`src/rtl/llh_pkg.sv`:
```
// Shared types and constants for the log-linear latency histogram.
package llh_pkg;

  // Widest bin address over the supported bin counts
  localparam int IDX_MAX_W = 10;
  // Fixed widths of the result fields
  localparam int OUT_IDX_W = 9;
  localparam int OUT_CNT_W = 32;
  // Entries in the queue between classifier and counter store
  localparam int QUEUE_DEPTH = 4;

  // Item kinds; the remaining code is unused and yields an all-zero result
  typedef enum logic [1:0] {
    KIND_SEND = 2'd0,
    KIND_RECV = 2'd1,
    KIND_READ = 2'd2
  } kind_t;

  // One classified operation for the counter store
  typedef struct packed {
    logic [1:0]           kind;
    logic [IDX_MAX_W-1:0] addr;
    logic [OUT_IDX_W-1:0] out_idx;
    logic                 addr_ok;
  } llh_op_t;

endpackage

```
`src/rtl/llh_front.sv`:
```
// Front end: reference tracking, delta and log-linear bin classification.
module llh_front
  import llh_pkg::*;
#(
  parameter int BIN_COUNT = 512,
  parameter int TIME_BITS = 48
) (
  input  logic                 clk,
  input  logic                 rst_n,
  input  logic                 in_take,
  input  logic [1:0]           in_kind,
  input  logic [TIME_BITS-1:0] in_time_ns,
  input  logic [OUT_IDX_W-1:0] in_read_bin,
  input  logic                 q_full,
  output logic                 front_open,
  output logic                 push,
  output llh_op_t              push_op
);

  localparam int NCH  = (TIME_BITS + 7) / 8;
  localparam int PADW = NCH * 8;
  localparam int PW   = $clog2(PADW);
  localparam int CW   = (NCH > 1) ? $clog2(NCH) : 1;
  localparam int RW   = IDX_MAX_W + 1;

  logic                 en;

  logic [TIME_BITS-1:0] ref_time_r;
  logic                 ref_valid_r;
  logic [TIME_BITS-1:0] in_delta;

  logic                 s1_v_r;
  logic [1:0]           s1_kind_r;
  logic [PADW-1:0]      s1_delta_r;
  logic                 s1_noref_r;
  logic [OUT_IDX_W-1:0] s1_read_bin_r;

  logic                 s2_v_r;
  logic [1:0]           s2_kind_r;
  logic [PADW-1:0]      s2_delta_r;
  logic                 s2_noref_r;
  logic [OUT_IDX_W-1:0] s2_read_bin_r;
  logic                 s2_nz_r  [NCH];
  logic [2:0]           s2_pos_r [NCH];
  logic                 s2_nz_nxt  [NCH];
  logic [2:0]           s2_pos_nxt [NCH];

  logic                 s3_v_r;
  logic [1:0]           s3_kind_r;
  logic [PADW-1:0]      s3_delta_r;
  logic                 s3_noref_r;
  logic [OUT_IDX_W-1:0] s3_read_bin_r;
  logic                 s3_nz_r;
  logic [PW-1:0]        s3_p_r;
  logic                 s3_nz_nxt;
  logic [PW-1:0]        s3_p_nxt;

  logic                 s4_v_r;
  llh_op_t              s4_op_r;
  llh_op_t              s4_op_nxt;

  // Whole pipeline moves unless the last stage is blocked by a full queue
  assign en         = !s4_v_r || !q_full;
  assign front_open = en;
  assign push       = s4_v_r && !q_full;
  assign push_op    = s4_op_r;

  // Delta wraps at the timestamp width
  assign in_delta   = in_time_ns - ref_time_r;

  // Hold the reference timestamp from the latest send mark
  always_ff @(posedge clk) begin
    if (!rst_n) begin
      ref_valid_r <= 1'b0;
    end else if (in_take && in_kind == KIND_SEND) begin
      ref_valid_r <= 1'b1;
    end
    if (in_take && in_kind == KIND_SEND) begin
      ref_time_r <= in_time_ns;
    end
  end

  // Per-byte nonzero flag and leading-one position
  always_comb begin
    logic [7:0] chunk;
    for (int c = 0; c < NCH; c++) begin
      chunk         = s1_delta_r[c*8 +: 8];
      s2_nz_nxt[c]  = |chunk;
      s2_pos_nxt[c] = 3'd0;
      for (int b = 0; b < 8; b++) begin
        if (chunk[b]) begin
          s2_pos_nxt[c] = 3'(b);
        end
      end
    end
  end

  // Pick the highest nonzero byte to get the leading-one position
  always_comb begin
    s3_nz_nxt = 1'b0;
    s3_p_nxt  = '0;
    for (int c = 0; c < NCH; c++) begin
      if (s2_nz_r[c]) begin
        s3_nz_nxt = 1'b1;
        s3_p_nxt  = PW'((CW'(c) * 8) + s2_pos_r[c]);
      end
    end
  end

  // Map the delta to a bin: 8*e + top four bits + round-up on dropped bits
  always_comb begin
    logic [PW-1:0]   e;
    logic [PADW-1:0] shifted;
    logic [PADW-1:0] low_bits;
    logic            sticky;
    logic [RW-1:0]   raw;
    logic [RW-1:0]   bin;
    e        = s3_p_r - PW'(3);
    shifted  = s3_delta_r >> e;
    low_bits = ~({PADW{1'b1}} << e);
    sticky   = |(s3_delta_r & low_bits);
    if (!s3_nz_r || s3_p_r < PW'(3)) begin
      unique case (s3_delta_r[2:0]) inside
        [3'd0:3'd4]: raw = RW'(0);
        3'd5:        raw = RW'(2);
        3'd6:        raw = RW'(4);
        default:     raw = RW'(6);
      endcase
    end else begin
      raw = (RW'(e) << 3) + RW'(shifted[3:0]) + RW'(sticky);
    end
    // Past the last threshold, or no reference yet: last bin
    if (s3_noref_r || raw > RW'(BIN_COUNT - 1)) begin
      bin = RW'(BIN_COUNT - 1);
    end else begin
      bin = raw;
    end

    s4_op_nxt.kind = s3_kind_r;
    case (s3_kind_r)
      KIND_RECV: begin
        s4_op_nxt.addr    = IDX_MAX_W'(bin);
        s4_op_nxt.out_idx = OUT_IDX_W'(bin);
        s4_op_nxt.addr_ok = 1'b1;
      end
      KIND_READ: begin
        s4_op_nxt.addr    = IDX_MAX_W'(s3_read_bin_r);
        s4_op_nxt.out_idx = s3_read_bin_r;
        s4_op_nxt.addr_ok = RW'(s3_read_bin_r) < RW'(BIN_COUNT);
      end
      default: begin
        s4_op_nxt.addr    = '0;
        s4_op_nxt.out_idx = '0;
        s4_op_nxt.addr_ok = 1'b0;
      end
    endcase
  end

  // Advance the stage valid bits
  always_ff @(posedge clk) begin
    if (!rst_n) begin
      s1_v_r <= 1'b0;
      s2_v_r <= 1'b0;
      s3_v_r <= 1'b0;
      s4_v_r <= 1'b0;
    end else if (en) begin
      s1_v_r <= in_take;
      s2_v_r <= s1_v_r;
      s3_v_r <= s2_v_r;
      s4_v_r <= s3_v_r;
    end
  end

  // Advance the stage payloads
  always_ff @(posedge clk) begin
    if (en) begin
      s1_kind_r     <= in_kind;
      s1_delta_r    <= PADW'(in_delta);
      s1_noref_r    <= !ref_valid_r;
      s1_read_bin_r <= in_read_bin;

      s2_kind_r     <= s1_kind_r;
      s2_delta_r    <= s1_delta_r;
      s2_noref_r    <= s1_noref_r;
      s2_read_bin_r <= s1_read_bin_r;
      for (int c = 0; c < NCH; c++) begin
        s2_nz_r[c]  <= s2_nz_nxt[c];
        s2_pos_r[c] <= s2_pos_nxt[c];
      end

      s3_kind_r     <= s2_kind_r;
      s3_delta_r    <= s2_delta_r;
      s3_noref_r    <= s2_noref_r;
      s3_read_bin_r <= s2_read_bin_r;
      s3_nz_r       <= s3_nz_nxt;
      s3_p_r        <= s3_p_nxt;

      s4_op_r       <= s4_op_nxt;
    end
  end

  // A classified receive always addresses an existing bin
  a_recv_bin_in_range: assert property (@(posedge clk) disable iff (!rst_n)
    push && push_op.kind == KIND_RECV |-> RW'(push_op.addr) < RW'(BIN_COUNT))
    else $error("receive bin beyond bin count");

endmodule

```
`config.mk`:
```
export PLATFORM = sky130hd
export DESIGN_NAME = llh_front
export DESIGN_NICKNAME = d
export VERILOG_FILES = /design/src/rtl/llh_pkg.sv /design/src/rtl/llh_front.sv
export SDC_FILE = /design/constraint.sdc
export NUM_CORES = 1
export LEC_CHECK = 0
export ABC_CLOCK_PERIOD_IN_PS = 21500
export BUFFER_PORTS_ARGS = -buffer_cell sky130_fd_sc_hd__buf_2
export CAP_MARGIN = 20
export CORE_UTILIZATION = 59
export CTS_CLUSTER_DIAMETER = 150
export DETAILED_ROUTE_END_ITERATION = 16
export PLACE_DENSITY_LB_ADDON = 0.25
export SYNTH_ARGS = -nofsm -noshare
export SYNTH_HDL_FRONTEND = slang
export SYNTH_SLANG_ARGS = --single-unit
```
`constraint.sdc`:
```
create_clock -name clk -period 21.5 [get_ports clk]
set_clock_uncertainty 0.2 [all_clocks]
set_input_delay 3.225 -clock clk [delete_from_list [all_inputs] [get_ports clk]]
set_output_delay 3.225 -clock clk [all_outputs]
set_load 0.01 [all_outputs]
```
* Yosys cells after proc, flatten, opt, wreduce, memory -nomap -nowiden
Memory sizes are Yosys's and may differ from the RTL's.
Index checks and enable logic that the tools add are counted.
** Word-level totals
- Register bits :: 262
- Memory bits (writable) :: 24
- Input port bits :: 63
- Word-level logic and storage cells :: 121
- Memories :: 2
** Cells by class
- Add/sub/neg operators :: 9
- Order comparisons :: 4
- Eq/ne operators :: 4
- Shift-type cells :: 2
- Muxes and demuxes :: 55
- Bitwise operators :: 2
- Reduce and logical (&&, ||, !) cells :: 19
** Memories
- s2_pos_r :: words 6, width 3, rd ports 6, clocked after memory_dff 0, wr ports 6, RTL line llh_front.sv:44 : logic [2:0] s2_pos_r [NCH];
- s2_nz_r :: words 6, width 1, rd ports 6, clocked after memory_dff 0, wr ports 6, RTL line llh_front.sv:43 : logic s2_nz_r [NCH];
** Operators with widths (number)
- $mux 3 :: 37
- $and 48x48->48 :: 1
- $not 48->48 :: 1
- $reduce_or 48->1 :: 1
- $reduce_or 8->1 :: 6
- $shl 48x6->48 const A :: 1
- $shr 48x6->4 :: 1
- $sub 48x48->48 :: 1
- $pmux 20 s2 :: 1
- $mux 6 :: 5
- $add 5x3->6 const A :: 2
- $add 6x3->6 const A :: 2
- $add 10x1->11 :: 1
- $gt 11x9->1 const B :: 1
- $mux 11 :: 1
- $add 9x4->10 :: 1
- $mux 10 :: 1
- $mux 1 :: 9
- $pmux 3 s3 :: 1
- $eq 3x3->1 const B :: 2
- $lt 6x2->1 const B :: 1
- $sub 6x2->6 const B :: 1
- $add 4x3->5 const A :: 1
- $reduce_or 5->1 :: 1
- 8 further kinds :: 15

* Longest topological paths before layout
- Depth after elaboration :: 11
- Gate-level depth with buffers :: 21
- Gate-level depth less buffers :: 17

* Worst setup path before layout
Ideal clock, no wire load.
- Kind :: input to output
- Start :: input q_full
- End :: output front_open
- Arrival :: 8023 ps
- Path slack :: 10052 ps
- Stages on the path :: 1
- Buffers on the path :: 0
- Path through :: nand2_1
** Between the ends
- Cells in the longest elaborated chain, start to end :: 2
** Ends and longest elaborated chain
- start: declaration :: RTL line llh_front.sv:14 : input logic q_full,
- $logic_not 1->1 :: RTL line llh_front.sv:63 : assign en = !s4_v_r || !q_full;
- $logic_or 1x1->1 :: RTL line llh_front.sv:63
- end: declaration :: RTL line llh_front.sv:15 : output logic front_open,
No other way between the ends.

* Final worst setup path
Ends and elaborated chain as after synthesis.

==> flow_metrics.env <==
export IMPL_status="complete, no violations"
export IMPL_numCtsBuffers=29
export IMPL_synth_compound_area_share_pct=12.34
export IMPL_critPathLaunchType="primary input"
export IMPL_drive_above_1_share_pct=16.21
export IMPL_syn_area_per_cell_sq_um=12.50
export IMPL_dp_cells=1518
export IMPL_p_switching_mw=0.4640
export IMPL_r2r_start="s3_p_r[0]"
export IMPL_overflow=0
export IMPL_hp_start="s2_delta_r[4]"
export IMPL_fmax_mhz=142.2
export IMPL_max_slew_margin_pct=23.06
export IMPL_synthMuxAreaShare_pct=7.895
export IMPL_clk_pin_slew_worst_paths_ps=60
export IMPL_whs_endpoint="s3_delta_r[4]"
export IMPL_period_minus_slack_ps=7034
export IMPL_synthSimpleGateAreaFrac_pct=10.05
export IMPL_drv_slew=0
export IMPL_portBuffers=86
export IMPL_antenna_found_initial=0
export IMPL_hold_path_class="reg -> reg"
export IMPL_setup_viol=0
export IMPL_p_clk_share_pct=30.1
export IMPL_cts_tree="yes"
export IMPL_cts_sinks=277
export IMPL_final_util_pct=67.47
export IMPL_yosysSeqAreaShare_pct=57.33
export IMPL_nNetsFinal=1350
export IMPL_cap_violations=0
export IMPL_die_h_um=158.4
export IMPL_stdcell_count=1571
export IMPL_cts_setup_buffers=0
export IMPL_grt_pass1_wl_um=43940
export IMPL_netlist_top_cells_area="edfxtp_1 57%, mux4_2 5.9%, ha_1 4.9%"
export IMPL_postRouteAntennaNets=0
export IMPL_ctsLongestPathBuffers=3
export IMPL_power_static_leakage_nw=6.234
export IMPL_power_density_mw_per_mm2=102.1
export IMPL_drt_wl_total_um=26800
export IMPL_yosys_cell_types_count=77
export IMPL_synth_nets=1274
export IMPL_hold_depth=0
export IMPL_first_pass_iters=9
export IMPL_required_ps=18070
export IMPL_cts_hold_buffers=0
export IMPL_cts_repair_resized=0
export IMPL_reg2reg_depth=18
export IMPL_n_antenna_cell=0
export IMPL_p_total_mw=1.636
export IMPL_dr_total_vias=9284
export IMPL_yosysWarnings=0
export IMPL_area_growth_pct=11.11
export IMPL_p_comb_share_pct=23.9
export IMPL_final_setup_tns_ps=0
export IMPL_worst_pin_slew_ps=1154
export IMPL_ios=87
export IMPL_swShare_pct=28.36
export IMPL_synth_top_family_by_area="compound AO/OA/AOI/OAI gates"
export IMPL_finalHoldViolCount=0
export IMPL_dp_slack_ps=14460
export IMPL_p_int_mw=1.172
export IMPL_rsz0062_at_grt="false"
export IMPL_gp_congestion=0.9144
export IMPL_maxUsedRoutingLayer="met4"
export IMPL_synth_main_ff_cell="edfxtp_1"
export IMPL_cp_end_kind="primary output"
export IMPL_finalCritPeriodShare_pct=32.72
export IMPL_hold_slack_ps=210.9
export IMPL_reg2reg_to="push_op[18]"
export IMPL_crit_fanout=6
export IMPL_drc_errors=0
export IMPL_m1WireLength_um=12100
export IMPL_grt_max_degree=228
export IMPL_synthCells=1154
export IMPL_dr_wl_met3_um=1398
export IMPL_chipWidth_um=158.4
export IMPL_synthXorXnorAreaFrac_pct=3.323
export IMPL_routed_via_density=5.910
export IMPL_core_area_sq_mm=0.02375
export IMPL_cts_root_buf="clkbuf_16"
export IMPL_first_iter_violations=850
export IMPL_synth_edf_count=272
export IMPL_worst_slack_ps=14470
export IMPL_clock_latency_ps=540
export IMPL_placedInstanceArea_sq_mm=0.01507
export IMPL_dr_wl_met2_um=12590
export IMPL_wl_per_cell_um=17.06
export IMPL_track_usage_pct=22.33
export IMPL_critPathKind="in -> out"
export IMPL_ir_worst_vdd_mv=0.07675
export IMPL_synth_fa_ha_area_share_pct=5.205
export IMPL_r2r_setup_slack_ps=15670
export IMPL_synth_top_cell_by_area="edfxtp_1"
export IMPL_p_seq_share_pct=46.0
export IMPL_syn_cell_area_sq_mm=0.01442
export IMPL_ys_ff_latch=277
export IMPL_synth_top_area_share_pct=56.63
export IMPL_die_area_sq_mm=0.02507
export IMPL_crit_arrival_ps=3610
export IMPL_fin_area_sq_mm=0.01603
export IMPL_htree_levels=1
export IMPL_initial_core_util_pct=60.72
export IMPL_grt_pass1_vias=8843
export IMPL_rows=56
export IMPL_async_flop_share_pct=0
export IMPL_dp_hpwl_um=18480
[cells by family (layout without fill, tap and decap cells)]
kind of cell / count (synthesis) / count (layout)
buffers and inverters: 125 / 223
DFF: 277 / 277
muxes: 66 / 66
xor gates and xnor gates: 53 / 53
AOI/OAI and AO/OA: 266 / 266
and+or+nand+nor: 306 / 306
adders and majority gates: 60 / 60
other: 1 / 1
[cell usage in the layout (no fill, tap or decap), drive strengths merged, types with 10 or more instances in the layout]
cell / count
edfxtp: 272
buf: 94
nor2: 92
nand2: 85
inv: 80
a21oi: 76
o21ai: 57
ha: 56
mux4: 38
xnor2: 37
clkbuf: 37
mux2i: 26
nor2b: 23
nand3: 23
nor3: 21
a21o: 18
nand4: 17
xor2: 16
nand2b: 14
o21bai: 12
a211oi: 11
o22ai: 10
[final cells by class]
type	count	area (sq um)
sequential	277	8268
tap	319	399.1
timing repair buffer	94	503.0
clock buffer	37	765.7
multi-input combinational	752	5619
fill	1699	7727
clock inverter	16	185.2
inverter	76	285.3
[power groups by stage]
stage | registers, mW | logic (mW) | clock network [mW]
CTS | 0.752 | 0.390 | 0.504
finish | 0.753 | 0.390 | 0.493
global placement | 0.759 | 0.383 | 0
global route | 0.763 | 0.430 | 0.523
floorplan | 0.741 | 0.317 | 0
detailed placement | 0.762 | 0.387 | 0
[worst max-delay path, cell delays in order]
cell and delay [ps]:
buf_2 150, nand2_4 80, buf_2 150
[registers in the layout, summed over array words and instances (netlist names), 9 cells and up]
register and cells:
s1_read_bin_r 9, ref_time_r 48, s2_pos_r 18, push_op 13
s3_read_bin_r 9, s2_read_bin_r 9, s3_delta_r 48, s2_delta_r 48
s1_delta_r 48
[layer usage]
layer  vias to the layer above  GRT usage, %
li1                       4523             -
met3                        54         3.130
met1                      4405         31.65
met5                         -             0
met2                       302         35.76
met4                         0         7.326
[worst max-delay path by stage]
stage          startpoint          to  depth (start not counted)
2_1_floorplan      q_full  front_open                          1
3_3_place_gp       q_full        push                          3
3_5_place_dp       q_full  front_open                          3
4_1_cts            q_full  front_open                          3
5_1_grt            q_full        push                          3
6_report           q_full  front_open                          3
[cell usage after synthesis (4+ instances only)]
cell type and number:
edfxtp_1 272, mux4_2 38, and3_1 7, o21ai_0 53
nand2b_1 14, and2_1 5, o21a_1 8, a21boi_0 5
dfxtp_1 5, o211ai_1 7, nor2b_1 23, a22oi_1 6
a211oi_1 11, a21oi_1 74, mux2i_1 26, buf_4 13
a41oi_1 4, o31ai_1 9, o21bai_1 12, ha_1 56
clkbuf_1 16, nor3_1 19, or2_2 4, inv_1 75
buf_2 16, a21o_1 17, xor2_1 16, a221oi_1 7
xnor2_1 35, nand3_1 23, nor3b_1 4, nand4_1 17
nand2_1 85, o22ai_1 10, a31oi_1 4, nor2_1 92
a222oi_1 4
(Power assumes the default switching activity.)
