### config.mk
export PLATFORM = sky130hd
export DESIGN_NAME = llh_queue
export DESIGN_NICKNAME = d
export VERILOG_FILES = /design/src/rtl/llh_pkg.sv /design/src/rtl/llh_queue.sv
export SDC_FILE = /design/constraint.sdc
export NUM_CORES = 1
export LEC_CHECK = 0
export BUFFER_PORTS_ARGS = -buffer_cell sky130_fd_sc_hd__buf_4
export CORE_MARGIN = 3
export CORE_UTILIZATION = 53
export CTS_BUF_LIST = sky130_fd_sc_hd__clkbuf_8
export DETAILED_ROUTE_END_ITERATION = 8
export PLACE_DENSITY_LB_ADDON = 0.25
export SKIP_CTS_REPAIR_TIMING = 1
export SLEW_MARGIN = 20
export SYNTH_ARGS = -nofsm -noshare
export SYNTH_HDL_FRONTEND = slang
export SYNTH_SLANG_ARGS = --single-unit
### constraint.sdc
create_clock -name clk -period 1.8 [get_ports clk]
set_input_delay 0.45 -clock clk [delete_from_list [all_inputs] [get_ports clk]]
set_output_delay 0.45 -clock clk [all_outputs]
set_load 0.02 [all_outputs]
### src/rtl/llh_pkg.sv
// Shared types and constants for the log-linear latency histogram.
package llh_pkg;

  // Widest bin address over the supported bin counts
  localparam int IDX_MAX_W = 10;
  // Fixed widths of the result fields
  localparam int OUT_IDX_W = 9;
  localparam int OUT_CNT_W = 32;
  // Entries in the queue between classifier and counter store
  localparam int QUEUE_DEPTH = 4;

  // Item kinds; the remaining code is unused and yields an all-zero result
  typedef enum logic [1:0] {
    KIND_SEND = 2'd0,
    KIND_RECV = 2'd1,
    KIND_READ = 2'd2
  } kind_t;

  // One classified operation for the counter store
  typedef struct packed {
    logic [1:0]           kind;
    logic [IDX_MAX_W-1:0] addr;
    logic [OUT_IDX_W-1:0] out_idx;
    logic                 addr_ok;
  } llh_op_t;

endpackage

### src/rtl/llh_queue.sv
// Short queue that decouples classification from the counter store.
module llh_queue
  import llh_pkg::*;
(
  input  logic    clk,
  input  logic    rst_n,
  input  logic    push,
  input  llh_op_t push_op,
  output logic    full,
  input  logic    pop,
  output logic    head_valid,
  output llh_op_t head
);

  localparam int PTRW = $clog2(QUEUE_DEPTH);
  localparam int CNTW = $clog2(QUEUE_DEPTH + 1);

  llh_op_t         slot_r [QUEUE_DEPTH];
  logic [PTRW-1:0] wr_ptr_r;
  logic [PTRW-1:0] rd_ptr_r;
  logic [CNTW-1:0] cnt_r;

  assign full       = cnt_r == CNTW'(QUEUE_DEPTH);
  assign head_valid = cnt_r != '0;
  assign head       = slot_r[rd_ptr_r];

  // Track pointers and occupancy
  always_ff @(posedge clk) begin
    if (!rst_n) begin
      wr_ptr_r <= '0;
      rd_ptr_r <= '0;
      cnt_r    <= '0;
    end else begin
      if (push) begin
        wr_ptr_r <= (wr_ptr_r == PTRW'(QUEUE_DEPTH - 1)) ? '0 : wr_ptr_r + 1'b1;
      end
      if (pop) begin
        rd_ptr_r <= (rd_ptr_r == PTRW'(QUEUE_DEPTH - 1)) ? '0 : rd_ptr_r + 1'b1;
      end
      if (push && !pop) begin
        cnt_r <= cnt_r + 1'b1;
      end else if (pop && !push) begin
        cnt_r <= cnt_r - 1'b1;
      end
    end
  end

  // Store the pushed entry
  always_ff @(posedge clk) begin
    if (push) begin
      slot_r[wr_ptr_r] <= push_op;
    end
  end

  a_no_overflow: assert property (@(posedge clk) disable iff (!rst_n)
    push |-> !full || pop)
    else $error("queue push while full");

  a_no_underflow: assert property (@(posedge clk) disable iff (!rst_n)
    pop |-> head_valid)
    else $error("queue pop while empty");

endmodule

* After elaboration in Yosys (flattened, before gate mapping) *
Memories as Yosys holds them, arrays and structs flattened. A register that Yosys moved wholly into a read port is not among the register bits.
Cells that the tools add are included.

storage, ports and cells
  register bits = 7
  bits in writable memories = 88
  output and inout bits = 24
  logic and storage cells = 25
  memories = 1

memories
  name    words  bits a word  rd ports  clocked after memory_dff  write ports  line             RTL
  slot_r  4      22           1         1                         1            llh_queue.sv:18  llh_op_t slot_r [QUEUE_DEPTH];

cells by class
  add/sub/neg operators = 4
  eq/ne operators = 3
  multiplexer cells = 8
  reductions and logical operators = 6

operator list
  cell                                                                count
  2-bit 2-to-1 mux                                                    4
  3-bit 2-to-1 mux                                                    2
  2-bit by 1-bit adder with 2-bit output, second input constant       2
  2-bit equality test, second input constant                          2
  3-bit by 1-bit adder with 3-bit output, second input constant       1
  3-bit equality test, second input constant                          1
  3-bit nonzero test                                                  1
  3-bit by 1-bit subtractor with 3-bit output, second input constant  1
  1-bit logical AND                                                   2
  1-bit logical NOT                                                   2
  1-bit 2-to-1 mux                                                    2
  2-bit nonzero test                                                  1

* Longest topological paths before layout *
Gate-level depths: netlist (run 1).

  depth in word-level cells = 4
  depth in mapped cells = 7

* Least setup slack after synthesis (run 1) *
No wires, ideal clock.

  path type = input -> register
  start = in pop
  end = reg cnt_r[2]
  arrival = 1.654 ns
  slack = 0.071 ns
  cell stages on the path = 7
  cell sequence = inv_1 -> ha_1 -> inv_1 -> fa_1 -> xor2_1 -> or3_1 -> a21boi_0

on the way
  word-level cells in the longest chain between the ends = 3
  elaborated cells between the ends (all ways) = 5
  those cells by class = 1 x mux; 4 x reduce/logical

RTL lines
  what                                                    line             RTL
  start: declaration                                      llh_queue.sv:10  input logic pop,
  1-bit logical NOT                                       llh_queue.sv:40  if (push && !pop) begin
  1-bit logical AND                                       llh_queue.sv:40
  3-bit 2-to-1 mux or 2-bit nonzero test (tied branches)  --
  end signal: assignment                                  llh_queue.sv:41  cnt_r <= cnt_r + 1'b1;
  end signal: assignment                                  llh_queue.sv:43  cnt_r <= cnt_r - 1'b1;
  end: declaration                                        llh_queue.sv:21  logic [CNTW-1:0] cnt_r;

Several ways; a longest one is shown, not always the timed one.
A chain may end at the register's enable or synchronous reset.

==> metrics.log, run 1 <==
INFO  metric setup_viol_count_final = 22
INFO  metric p_clk_share = 28.6%
INFO  metric synth_enable_flop_cells = 88
INFO  metric place_hpwl = 3830 um
INFO  metric area.growth.synth_to_final = 24.1%
INFO  metric clkSinkCount = 97
INFO  metric final.setup_skew = 5.45 ps
INFO  metric remaining_drc_errors = 0
INFO  metric worst-slew-pin-transition = 242 ps
INFO  metric post_synth_instance_area = 3640 um2
INFO  metric placed_cells = a little under 300
INFO  metric violations_in_the_final_reports = negative setup slack
INFO  metric drive_gt1_share = 42.7%
INFO  metric intPower = roughly 3.6 mW
INFO  metric postSynthAreaPerCell = ~23 um2
INFO  metric r2r_start = cnt_r[0]$_SDFFE_PN0P_
INFO  metric rrSetupSlack = about 300 ps
INFO  metric number_of_maximum_capacitance_constraint_violations = 0
INFO  metric seq_power_share = between 50% and 60%
INFO  metric routed_wirelength = around 5900 um
INFO  metric ys_dominant_reg_cell = sky130_fd_sc_hd__edfxtp_1
INFO  metric clkSlewWorstSetupHoldPaths = 90 ps
INFO  metric ir_drop = 645 uV
INFO  metric wire_per_inst = 18.8 um
INFO  metric overflow = 0
INFO  metric pin_count_of_the_biggest_net_entering_global_routing = 23
INFO  metric floorplan.die_area = slightly below 8000 um2
INFO  metric timing.hold.worst_path_depth = 1
INFO  metric post-route-period-util = 113%
INFO  metric setup_repair_after_global_routing_missed_its_margin = yes
INFO  metric run_status = finished, violations left
INFO  metric worstPathRequired = 1350 ps
INFO  metric clk_path_buf_depth = 2
INFO  metric synth_common_cells = 88 x sky130_fd_sc_hd__edfxtp_1, 20 x sky130_fd_sc_hd__mux4_2, 9 x sky130_fd_sc_hd__dfxtp_1
INFO  metric max_slew_margin = 83.9%
INFO  metric rr_endpoint = cnt_r[2]$_SDFFE_PN0P_
INFO  metric cts_inserted_buffers = 9
INFO  metric ff2ff_path_depth = 4
INFO  metric ys_async_sr_fraction = 0%
INFO  metric yosysWarnings = 0
INFO  metric floorplan.initialDensity = 56.0%
INFO  metric hold_violations = 0
INFO  metric first_global_vias = 1889
INFO  metric ios = 50
INFO  metric finalNonFillerCells = 311
INFO  metric synth_top_cells_by_area = sky130_fd_sc_hd__edfxtp_1 73%, sky130_fd_sc_hd__mux4_2 12%, sky130_fd_sc_hd__dfxtp_1 5.0%
INFO  metric vias_after_detailed_routing = 1727
INFO  metric grt_pass1_wl = ~9300 um
INFO  metric detailedRoute.firstPassIterationCount = 4
INFO  metric whs = a little under 300 ps
INFO  metric min_period = 2030 ps
INFO  metric synth_area_leader_cell = sky130_fd_sc_hd__edfxtp_1
INFO  metric postSynthRegisterBits = 97
INFO  metric criticalPathCategory = reg -> out
INFO  metric critical_path.startpoint_type = flip-flop
INFO  metric final_nets = 262
INFO  metric power_per_cell_area = 1020 nW/um2
INFO  metric min-delay-path-class = in -> reg
INFO  metric switching_share = 22.7%
INFO  metric placeable_core_area = 6490 um2
INFO  metric maxClockFrequency = about 490 MHz
INFO  metric floorplan.die.height = 88.8 um
INFO  metric track_usage = 16.6%
INFO  metric static_leakage = 1.60 nW
INFO  metric die_x = 88.8 um
INFO  metric drt-vias-per-instance = around 5.6
INFO  metric design_area_final = 4510 um2
INFO  metric buffer_ports.inserted = 49
INFO  metric final_antenna_net_count = 0
INFO  metric timing_max_transition_violations_final = 0
INFO  metric synth_cell_type_count = 21
INFO  metric hold_start = push_op[3]
INFO  metric antenna_found_initial = 0
INFO  metric timing.hold.worst_endpoint = slot_r[3][3]$_DFFE_PP_
INFO  metric totalNegativeSetupSlack = -4750 ps
INFO  metric rows = 29
INFO  metric clock_latency_on_the_worst_skew_pair = 350 ps
INFO  metric worst_setup_path_end_kind = output port
INFO  metric synth_top_cell_area_share = 72.7%
INFO  metric netSwitchingPower = around 1.0 mW
INFO  metric ctsHtreeMaxLevel = 3
INFO  metric syn_nets = 191
INFO  metric share_of_the_yosys_chip_area_belonging_to_registers = between 70% and 80%
INFO  metric gp_routability_congestion = 0.653
INFO  metric worstPathArrival = between 1500 and 2000 ps
INFO  metric fillCellCount = between 400 and 500
INFO  metric antenna-diode-count = 0
INFO  metric drt_first_iter_violations = 126
INFO  metric pwr-share-comb = 14.5%
INFO  metric dp_worst_setup_slack = -143 ps
INFO  metric post-synth-top-count-cell = sky130_fd_sc_hd__edfxtp_1
INFO  metric postSynthCellCount = 158
INFO  metric clk_root_buffer_cell = sky130_fd_sc_hd__clkbuf_8
INFO  metric finalWorstSetupSlack = -233 ps
INFO  metric cts_tree = built
INFO  metric placed_cell_area = 4210 um2
INFO  metric timing.critical_path.fanout_max = 7
[power groups by stage]
stage	logic [mW]	clock network [mW]	registers (mW)
floorplan	0.342	0	2.65
global placement	0.587	0	2.65
detailed placement	0.605	0	2.66
CTS	0.607	1.34	2.61
global route	0.717	1.46	2.63
finish	0.664	1.32	2.61
[cell usage in the layout, fill, tap and decap left out]
cell and n:
sky130_fd_sc_hd__clkbuf_16 1, sky130_fd_sc_hd__buf_4 37, sky130_fd_sc_hd__dfxtp_4 1, sky130_fd_sc_hd__nor2b_1 5
sky130_fd_sc_hd__or3_1 2, sky130_fd_sc_hd__a21boi_0 1, sky130_fd_sc_hd__and2_1 5, sky130_fd_sc_hd__edfxtp_1 88
sky130_fd_sc_hd__nor3b_1 1, sky130_fd_sc_hd__o21ai_0 1, sky130_fd_sc_hd__clkinv_1 1, sky130_fd_sc_hd__o21a_1 1
sky130_fd_sc_hd__clkinvlp_4 1, sky130_fd_sc_hd__inv_6 1, sky130_fd_sc_hd__mux4_2 22, sky130_fd_sc_hd__buf_12 4
sky130_fd_sc_hd__clkbuf_8 9, sky130_fd_sc_hd__bufinv_16 1, sky130_fd_sc_hd__ha_1 6, sky130_fd_sc_hd__buf_6 22
sky130_fd_sc_hd__fa_1 1, sky130_fd_sc_hd__dfxtp_1 8, sky130_fd_sc_hd__clkinv_2 1, sky130_fd_sc_hd__nor3_1 1
sky130_fd_sc_hd__xnor2_1 1, sky130_fd_sc_hd__nor2_1 1, sky130_fd_sc_hd__xor2_1 1, sky130_fd_sc_hd__mux2i_1 4
sky130_fd_sc_hd__inv_1 6
[per-stage QoR]
stage	power [mW]	util, %
4_1_cts	4.56	67.7
3_5_place_dp	3.27	64.9
2_1_floorplan	2.99	-
6_report	4.59	69.5
3_3_place_gp	3.24	64.9
5_1_grt	4.80	69.5
[routing by layer]
| metal | vias to the layer above | track usage [%] | routed length, um |
|---|---|---|---|
| li1 | 783 | - | - |
| met1 | 895 | 19.3 | 2270 |
| met2 | 40 | 28.5 | 3200 |
| met3 | 9 | 3.72 | 244 |
| met4 | 0 | 9.20 | 136 |
| met5 | - | 0 | 0 |
[cells by family after synthesis]
family	synth area share, %
multiplexers	14.9
adder cells (fa/ha/maj)	2.61
flip-flops	77.6
buffers and inverters	1.31
AO/OA/AOI/OAI	0.550
AND/OR/NAND/NOR	2.51
XOR/XNOR	0.482
[how the worst max path moves through the flow]
stage,startpoint,to,slack [ps],depth (start not counted)
6_report,flip-flop,head[0],-230,3
5_1_grt,flip-flop,head[18],-290,3
4_1_cts,flip-flop,head[2],-320,3
3_5_place_dp,pop,cnt_r[2]$_SDFFE_PN0P_,-140,8
3_3_place_gp,pop,cnt_r[2]$_SDFFE_PN0P_,-50,8
2_1_floorplan,pop,cnt_r[2]$_SDFFE_PN0P_,70,7
[area by class of cell]
type / count / area, um2 / share of cell area (%)
sequential: 97 / 2830 / 62.6
multi-input combinational: 53 / 759 / 16.8
timing repair buffer: 64 / 631 / 14.0
tap: 77 / 96.3 / 2.13
inverter: 4 / 15.0 / 0.333
clock buffer: 9 / 124 / 2.74
clock inverter: 7 / 62.6 / 1.39
[critical path, stage by stage (launching register included)]
cell and delay [ps]:
sky130_fd_sc_hd__dfxtp_4 400, sky130_fd_sc_hd__clkbuf_16 170, sky130_fd_sc_hd__mux4_2 510, sky130_fd_sc_hd__buf_6 150
[flip-flops by register name (all words and copies together), names as in the netlist, named ones only]
name      flops
slot_r       88
wr_ptr_r      2
cnt_r         3
rd_ptr_r      2
Power figures use the tool's default switching activity.
==> inputs of run 2 (changes only) <==
- CORE_ASPECT_RATIO: default -> 1.2
- SLEW_MARGIN: 20 -> 25
==> run 2 against run 1 <==
  * The flow still finishes with violations (negative setup slack)
  * Clock power is 4% lower
  * Total power is 1.1% lower
  * Non-clock buffer count is 1 higher
  * Largest power group unchanged
  * Critical endpoint is now head[3]
  * Largest cell class unchanged
  * Die area hardly changed
  * Worst setup slack worse by 6.0 ps
==> metrics.log, run 2 (synthesis gave the netlist of run 1 again) <==
INFO  metric run_status = finished, violations left
INFO  metric violations_in_the_final_reports = negative setup slack
INFO  metric totalPowerFinal = 4.54 mW (-1.1%)
INFO  metric placed_cells = 304 (+3.4%)
INFO  metric seq_power_share = 57.6% (+0.7 points)
INFO  metric gr-usage-met3 = 4.47% (+0.74 points)
INFO  metric floorplan.die_area = 7900 um2 (about the same)
INFO  metric switching_share = 24.4% (+1.7 points)
INFO  metric finalWorstSetupSlack = -239 ps (-5.99 ps)
INFO  metric buffer_ports.inserted = 49 (unchanged)
INFO  metric commonest_non_fill_non_tap_cell_in_the_layout = sky130_fd_sc_hd__edfxtp_1
INFO  metric min-delay-path-class = in -> reg
INFO  metric met1_usage = 19.1% (-0.17 points)
INFO  metric power_per_cell_area = 1010 nW/um2 (-0.40%)
INFO  metric pin_count_of_the_biggest_net_entering_global_routing = 19 (-17%)
INFO  metric worstPathArrival = 1590 ps (about the same)
INFO  metric final_core_utilization = 68.7% (-0.85 points)
INFO  metric drt_first_iter_violations = 127 (+0.79%)
INFO  metric post-route-period-util = 113% (+0.33 points)
INFO  metric hold_start = push_op[17]
INFO  metric pwr-share-comb = 14.4% (about the same)
INFO  metric floorplan.die.height = 96.8 um (+8.9%)
INFO  metric track_usage = 16.4% (-0.21 points)
INFO  metric largest_register_ffs = 88 (unchanged)
INFO  metric setup_viol_count_final = 22 (unchanged)
INFO  metric grt_busiest_layer = met2
INFO  metric remaining_drc_errors = 0 (unchanged)
INFO  metric seqCellArea = 2830 um2 (unchanged)
INFO  metric final_antenna_net_count = 0 (unchanged)
INFO  metric floorplan.initialDensity = 55.7% (-0.27 points)
INFO  metric first_global_vias = 1880 (-0.48%)
INFO  metric timing.critical_path.fanout_max = 12 (+5)
INFO  metric place_hpwl = 4120 um (+7.6%)
INFO  metric grt_pass1_wl = 9360 um (+0.74%)
INFO  metric finalNonFillerCells = 320 (+2.9%)
INFO  metric largest_register = slot_r
INFO  metric antenna-diode-count = 0 (unchanged)
INFO  metric highest_count_cells_in_the_layout_ignoring_fill_and_taps = 88 x sky130_fd_sc_hd__edfxtp_1, 42 x sky130_fd_sc_hd__buf_4, 22 x sky130_fd_sc_hd__mux4_2, 21 x sky130_fd_sc_hd__buf_6, 9 x sky130_fd_sc_hd__clkbuf_8
INFO  metric dp_worst_setup_slack = -204 ps (-61.2 ps)
INFO  metric overflow = 0 (unchanged)
INFO  metric clock_latency_on_the_worst_skew_pair = 360 ps (about the same)
INFO  metric min_period = 2040 ps (+5.98 ps)
INFO  metric rrSetupSlack = 240 ps (-60 ps)
INFO  metric drive_gt1_share = 44.3% (+1.5 points)
INFO  metric timing.hold.worst_path_depth = 1 (unchanged)
INFO  metric clkSinkCount = 97 (unchanged)
INFO  metric r2r_start = cnt_r[0]$_SDFFE_PN0P_
INFO  metric antenna_found_initial = 0 (unchanged)
INFO  metric ir_drop = 694 uV (+7.6%)
INFO  metric rows = 32 (+10%)
INFO  metric netSwitchingPower = 1.11 mW (+6.3%)
INFO  metric worstPathRequired = 1350 ps (about the same)
INFO  metric routed_wirelength = 5840 um (-0.24%)
INFO  metric max_slew_margin = 87.1% (+3.2 points)
INFO  metric clk_path_buf_depth = 2 (unchanged)
INFO  metric ff2ff_path_depth = 4 (unchanged)
INFO  metric ctsHtreeMaxLevel = 3 (unchanged)
INFO  metric totalNegativeSetupSlack = -4580 ps (+176 ps)
INFO  metric placeable_core_area = 6530 um2 (+0.48%)
INFO  metric met2_routing_resource_usage_after_global_routing = 28.4% (-0.12 points)
INFO  metric timing.hold.worst_endpoint = slot_r[0][17]$_DFFE_PP_
INFO  metric area.growth.synth_to_final = 23.2%
INFO  metric clkSlewWorstSetupHoldPaths = 100 ps (about the same)
INFO  metric wire_per_inst = 18.2 um (-3.0%)
INFO  metric gp_routability_congestion = 0.718 (+9.8%)
INFO  metric die_x = 81.6 um (-8.1%)
INFO  metric p_clk_share = 28.0% (-0.6 points)
INFO  metric whs = 287 ps (-6.09 ps)
INFO  metric largestRegisters = slot_r (88), cnt_r (3)
INFO  metric critical_path.startpoint_type = flip-flop
INFO  metric hold_violations = 0 (unchanged)
INFO  metric fillCellCount = 408 (-3.1%)
INFO  metric clk_root_buffer_cell = sky130_fd_sc_hd__clkbuf_8
INFO  metric design_area_final = 4480 um2 (-0.75%)
INFO  metric worst_setup_path_end_kind = output port
INFO  metric multi_input_gate_area = 759 um2 (unchanged)
INFO  metric vias_after_detailed_routing = 1730 (+0.17%)
INFO  metric static_leakage = 1.58 nW (-1.2%)
INFO  metric detailedRoute.firstPassIterationCount = 4 (unchanged)
INFO  metric setup_repair_after_global_routing_missed_its_margin = yes
INFO  metric placed_cell_area = 4230 um2 (+0.30%)
INFO  metric rr_endpoint = cnt_r[2]$_SDFFE_PN0P_
INFO  metric final.setup_skew = 11.3 ps (+5.87 ps)
INFO  metric drt-vias-per-instance = 5.41 (-2.6%)
INFO  metric maxClockFrequency = 491 MHz (-0.29%)
INFO  metric number_of_maximum_capacitance_constraint_violations = 0 (unchanged)
INFO  metric timing_max_transition_violations_final = 0 (unchanged)
INFO  metric cts_tree = built
INFO  metric ios = 50 (unchanged)
INFO  metric cts_inserted_buffers = 9 (unchanged)
INFO  metric criticalPathCategory = reg -> out
INFO  metric final_nets = 263 (+0.38%)
INFO  metric intPower = 3.43 mW (-3.3%)
INFO  metric worst-slew-pin-transition = 192 ps (-50.7 ps)
run 2: critical path, stage by stage, from the launching register on:
cell and delay, ps:
sky130_fd_sc_hd__dfxtp_4 380, sky130_fd_sc_hd__buf_12 160, sky130_fd_sc_hd__mux4_2 540, sky130_fd_sc_hd__buf_6 150
run 2: cell type report:
cell class | count | area share (%)
Sequential cell | 97 | 63.1
Multi-Input combinational cell | 53 | 17.0
Timing Repair Buffer | 65 | 13.2
Clock buffer | 9 | 2.76
Tap cell | 85 | 2.37
Clock inverter | 7 | 1.28
Inverter | 4 | 0.335
run 2: worst max-delay path by stage:
stage | start | end | slack, ps
after floorplan | pop | cnt_r[2]$_SDFFE_PN0P_ | 70
after global placement | pop | cnt_r[2]$_SDFFE_PN0P_ | -50
after detailed placement | pop | cnt_r[2]$_SDFFE_PN0P_ | -200
after CTS | flip-flop | head[2] | -300
after global routing | flip-flop | head[3] | -310
final | flip-flop | head[3] | -240
run 2: power groups by stage:
| stage | Clock (mW) | Sequential, mW | Combinational [mW] |
|---|---|---|---|
| final | 1.27 | 2.61 | 0.656 |
| after CTS | 1.30 | 2.61 | 0.616 |
| after global routing | 1.41 | 2.62 | 0.704 |
| after floorplan | 0 | 2.65 | 0.342 |
| after global placement | 0 | 2.65 | 0.589 |
| after detailed placement | 0 | 2.67 | 0.614 |
run 2: routing by layer:
| layer | part of all wire (%) | routed length (um) |
|---|---|---|
| met5 | 0 | 0 |
| met1 | 37 | 2150 |
| met2 | 57 | 3350 |
| met3 | 4.7 | 272 |
| met4 | 1.2 | 68 |
==> inputs of run 3 (changes only) <==
- CORE_MARGIN: 3 -> 2
- CORE_UTILIZATION: 53 -> 40
==> run 3 against run 2 <==
  * The run still ends with negative setup slack left
  * Design area is 2.6% higher
  * Cell count is 9.7% higher
  * Hold slack better by 3.1 ps
  * Non-clock buffer count is 4 lower
  * Clock skew is 2.7 ps lower
  * Die area is 25% higher
  * Routed wire length is 0.62% higher
  * Total power is 5.1% higher
  * Critical endpoint is now head[9]
==> metrics.log, run 3 (synthesis gave the netlist of run 1 again) <==
INFO  metric pwr-share-comb = 13.8% (-0.6 points)
INFO  metric setup_viol_count_final = 22 (unchanged)
INFO  metric rows = 38 (+19%)
INFO  metric floorplan.initialDensity = 40.7% (-15 points)
INFO  metric clk_root_buffer_cell = sky130_fd_sc_hd__clkbuf_8
INFO  metric seq_power_share = 54.7% (-2.9 points)
INFO  metric remaining_drc_errors = 0 (unchanged)
INFO  metric clk_path_buf_depth = 2 (unchanged)
INFO  metric largest_register_ffs = 88 (unchanged)
INFO  metric static_leakage = 1.60 nW (+1.0%)
INFO  metric wire_per_inst = 16.7 um (-8.3%)
INFO  metric placed_cell_area = 4290 um2 (+1.6%)
INFO  metric criticalPathCategory = reg -> out
INFO  metric placeable_core_area = 8940 um2 (+37%)
INFO  metric largestRegisters = slot_r (88), cnt_r (3)
INFO  metric routed_wirelength = 5870 um (+0.62%)
INFO  metric hold_violations = 0 (unchanged)
INFO  metric totalNegativeSetupSlack = -4790 ps (-211 ps)
INFO  metric maxClockFrequency = 488 MHz (-0.55%)
INFO  metric vias_after_detailed_routing = 1653 (-4.5%)
INFO  metric final.setup_skew = 8.64 ps (-2.69 ps)
INFO  metric worst_setup_path_end_kind = output port
INFO  metric final_antenna_net_count = 0 (unchanged)
INFO  metric highest_count_cells_in_the_layout_ignoring_fill_and_taps = 88 x sky130_fd_sc_hd__edfxtp_1, 33 x sky130_fd_sc_hd__buf_4, 21 x sky130_fd_sc_hd__mux4_2, 21 x sky130_fd_sc_hd__buf_6, 9 x sky130_fd_sc_hd__clkbuf_8
INFO  metric min-delay-path-class = in -> reg
INFO  metric setup_repair_after_global_routing_missed_its_margin = yes
INFO  metric commonest_non_fill_non_tap_cell_in_the_layout = sky130_fd_sc_hd__edfxtp_1
INFO  metric worstPathArrival = 1600 ps (about the same)
INFO  metric die_x = 91.1 um (+12%)
INFO  metric area.growth.synth_to_final = 26.4%
INFO  metric ios = 50 (unchanged)
INFO  metric netSwitchingPower = 1.07 mW (-3.3%)
INFO  metric clock_latency_on_the_worst_skew_pair = 350 ps (about the same)
INFO  metric timing.critical_path.fanout_max = 11 (-1)
INFO  metric clkSinkCount = 97 (unchanged)
INFO  metric floorplan.die_area = 9880 um2 (+25%)
INFO  metric met1_usage = 14.9% (-4.2 points)
INFO  metric gr-usage-met3 = 3.14% (-1.3 points)
INFO  metric power_per_cell_area = 1040 nW/um2 (+2.4%)
INFO  metric post-route-period-util = 114% (+0.62 points)
INFO  metric min_period = 2050 ps (+11.2 ps)
INFO  metric grt_busiest_layer = met2
INFO  metric met2_routing_resource_usage_after_global_routing = 22.0% (-6.3 points)
INFO  metric run_status = finished, violations left
INFO  metric overflow = 0 (unchanged)
INFO  metric clkSlewWorstSetupHoldPaths = 90 ps (about the same)
INFO  metric place_hpwl = 3650 um (-11%)
INFO  metric detailedRoute.firstPassIterationCount = 4 (unchanged)
INFO  metric worst-slew-pin-transition = 182 ps (-9.21 ps)
INFO  metric worstPathRequired = 1350 ps (about the same)
INFO  metric drt_first_iter_violations = 144 (+13%)
INFO  metric switching_share = 22.5% (-1.9 points)
INFO  metric design_area_final = 4600 um2 (+2.6%)
INFO  metric cts_inserted_buffers = 9 (unchanged)
INFO  metric antenna-diode-count = 0 (unchanged)
INFO  metric finalWorstSetupSlack = -250 ps (-11.2 ps)
INFO  metric intPower = 3.70 mW (+7.8%)
INFO  metric antenna_found_initial = 0 (unchanged)
INFO  metric floorplan.die.height = 108 um (+12%)
INFO  metric grt_pass1_wl = 9260 um (-1.1%)
INFO  metric max_slew_margin = 87.8% (+0.73 points)
INFO  metric gp_routability_congestion = 0.649 (-9.5%)
INFO  metric ctsHtreeMaxLevel = 3 (unchanged)
INFO  metric violations_in_the_final_reports = negative setup slack
INFO  metric ir_drop = 384 uV (-45%)
INFO  metric buffer_ports.inserted = 49 (unchanged)
INFO  metric critical_path.startpoint_type = flip-flop
INFO  metric timing_max_transition_violations_final = 0 (unchanged)
INFO  metric first_global_vias = 1797 (-4.4%)
INFO  metric track_usage = 12.8% (-3.5 points)
INFO  metric pin_count_of_the_biggest_net_entering_global_routing = 23 (+4)
INFO  metric whs = 290 ps (+3.07 ps)
INFO  metric final_core_utilization = 51.4% (-17 points)
INFO  metric number_of_maximum_capacitance_constraint_violations = 0 (unchanged)
INFO  metric final_nets = 259 (-1.5%)
INFO  metric drive_gt1_share = 42.4% (-1.8 points)
INFO  metric largest_register = slot_r
INFO  metric p_clk_share = 31.5% (+3.5 points)
INFO  metric cts_tree = built
INFO  metric drt-vias-per-instance = 4.71 (-13%)
## run 3: changes by cell type in the layout (fill, tap and decap cells not counted), moves of 2 or more
cell                        before  now
sky130_fd_sc_hd__inv_6           3    1
sky130_fd_sc_hd__buf_4          42   33
sky130_fd_sc_hd__buf_12          2    7
sky130_fd_sc_hd__bufinv_16       0    2
## run 3: worst paths after layout
kind / endpoint / slack (ps) / from / cells past startpoint
max: head[9] / -250 / flip-flop / 3
min: slot_r[2][10]$_DFFE_PP_ / 290 / push_op[10] / 1
max reg2reg: cnt_r[2]$_SDFFE_PN0P_ / 310 / cnt_r[0]$_SDFFE_PN0P_ / 4
min reg2reg: cnt_r[2]$_SDFFE_PN0P_ / 520 / cnt_r[2]$_SDFFE_PN0P_ / 2
## run 3: metrics by stage
step | total power, mW | instances | worst slack [ps]
after floorplan | 2.99 | 158 | 70.5
after global placement | 3.27 | 334 | -60.6
after detailed placement | 3.28 | 334 | -95.2
after CTS | 4.78 | 350 | -338
after global routing | 4.97 | 351 | -311
final | 4.77 | 351 | -250
## run 3: power by group through the flow
| stage | combinational, mW | sequential [mW] | clock, mW |
|---|---|---|---|
| detailed placement | 0.617 | 2.66 | 0 |
| floorplan | 0.342 | 2.65 | 0 |
| global route | 0.708 | 2.62 | 1.63 |
| global placement | 0.608 | 2.66 | 0 |
| finish | 0.658 | 2.61 | 1.50 |
| CTS | 0.618 | 2.61 | 1.55 |
## run 3: final cells by class
class,instances,area (um2)
Tap cell,120,150
Clock inverter,7,93.8
Fill cell,741,4340
Clock buffer,9,124
Inverter,4,15.0
Timing Repair Buffer,61,624
Multi-Input combinational cell,53,763
Sequential cell,97,2830
## run 3: layer usage
metal,part of all wire (%),vias up
met2,53,36
met5,0,-
met3,3.6,11
met4,1.9,0
li1,-,782
met1,42,824
## run 3: worst max-delay path, stage by stage (launching register included)
cell and delay, ps:
sky130_fd_sc_hd__dfxtp_4 400, sky130_fd_sc_hd__buf_12 160, sky130_fd_sc_hd__mux4_2 530, sky130_fd_sc_hd__buf_6 150
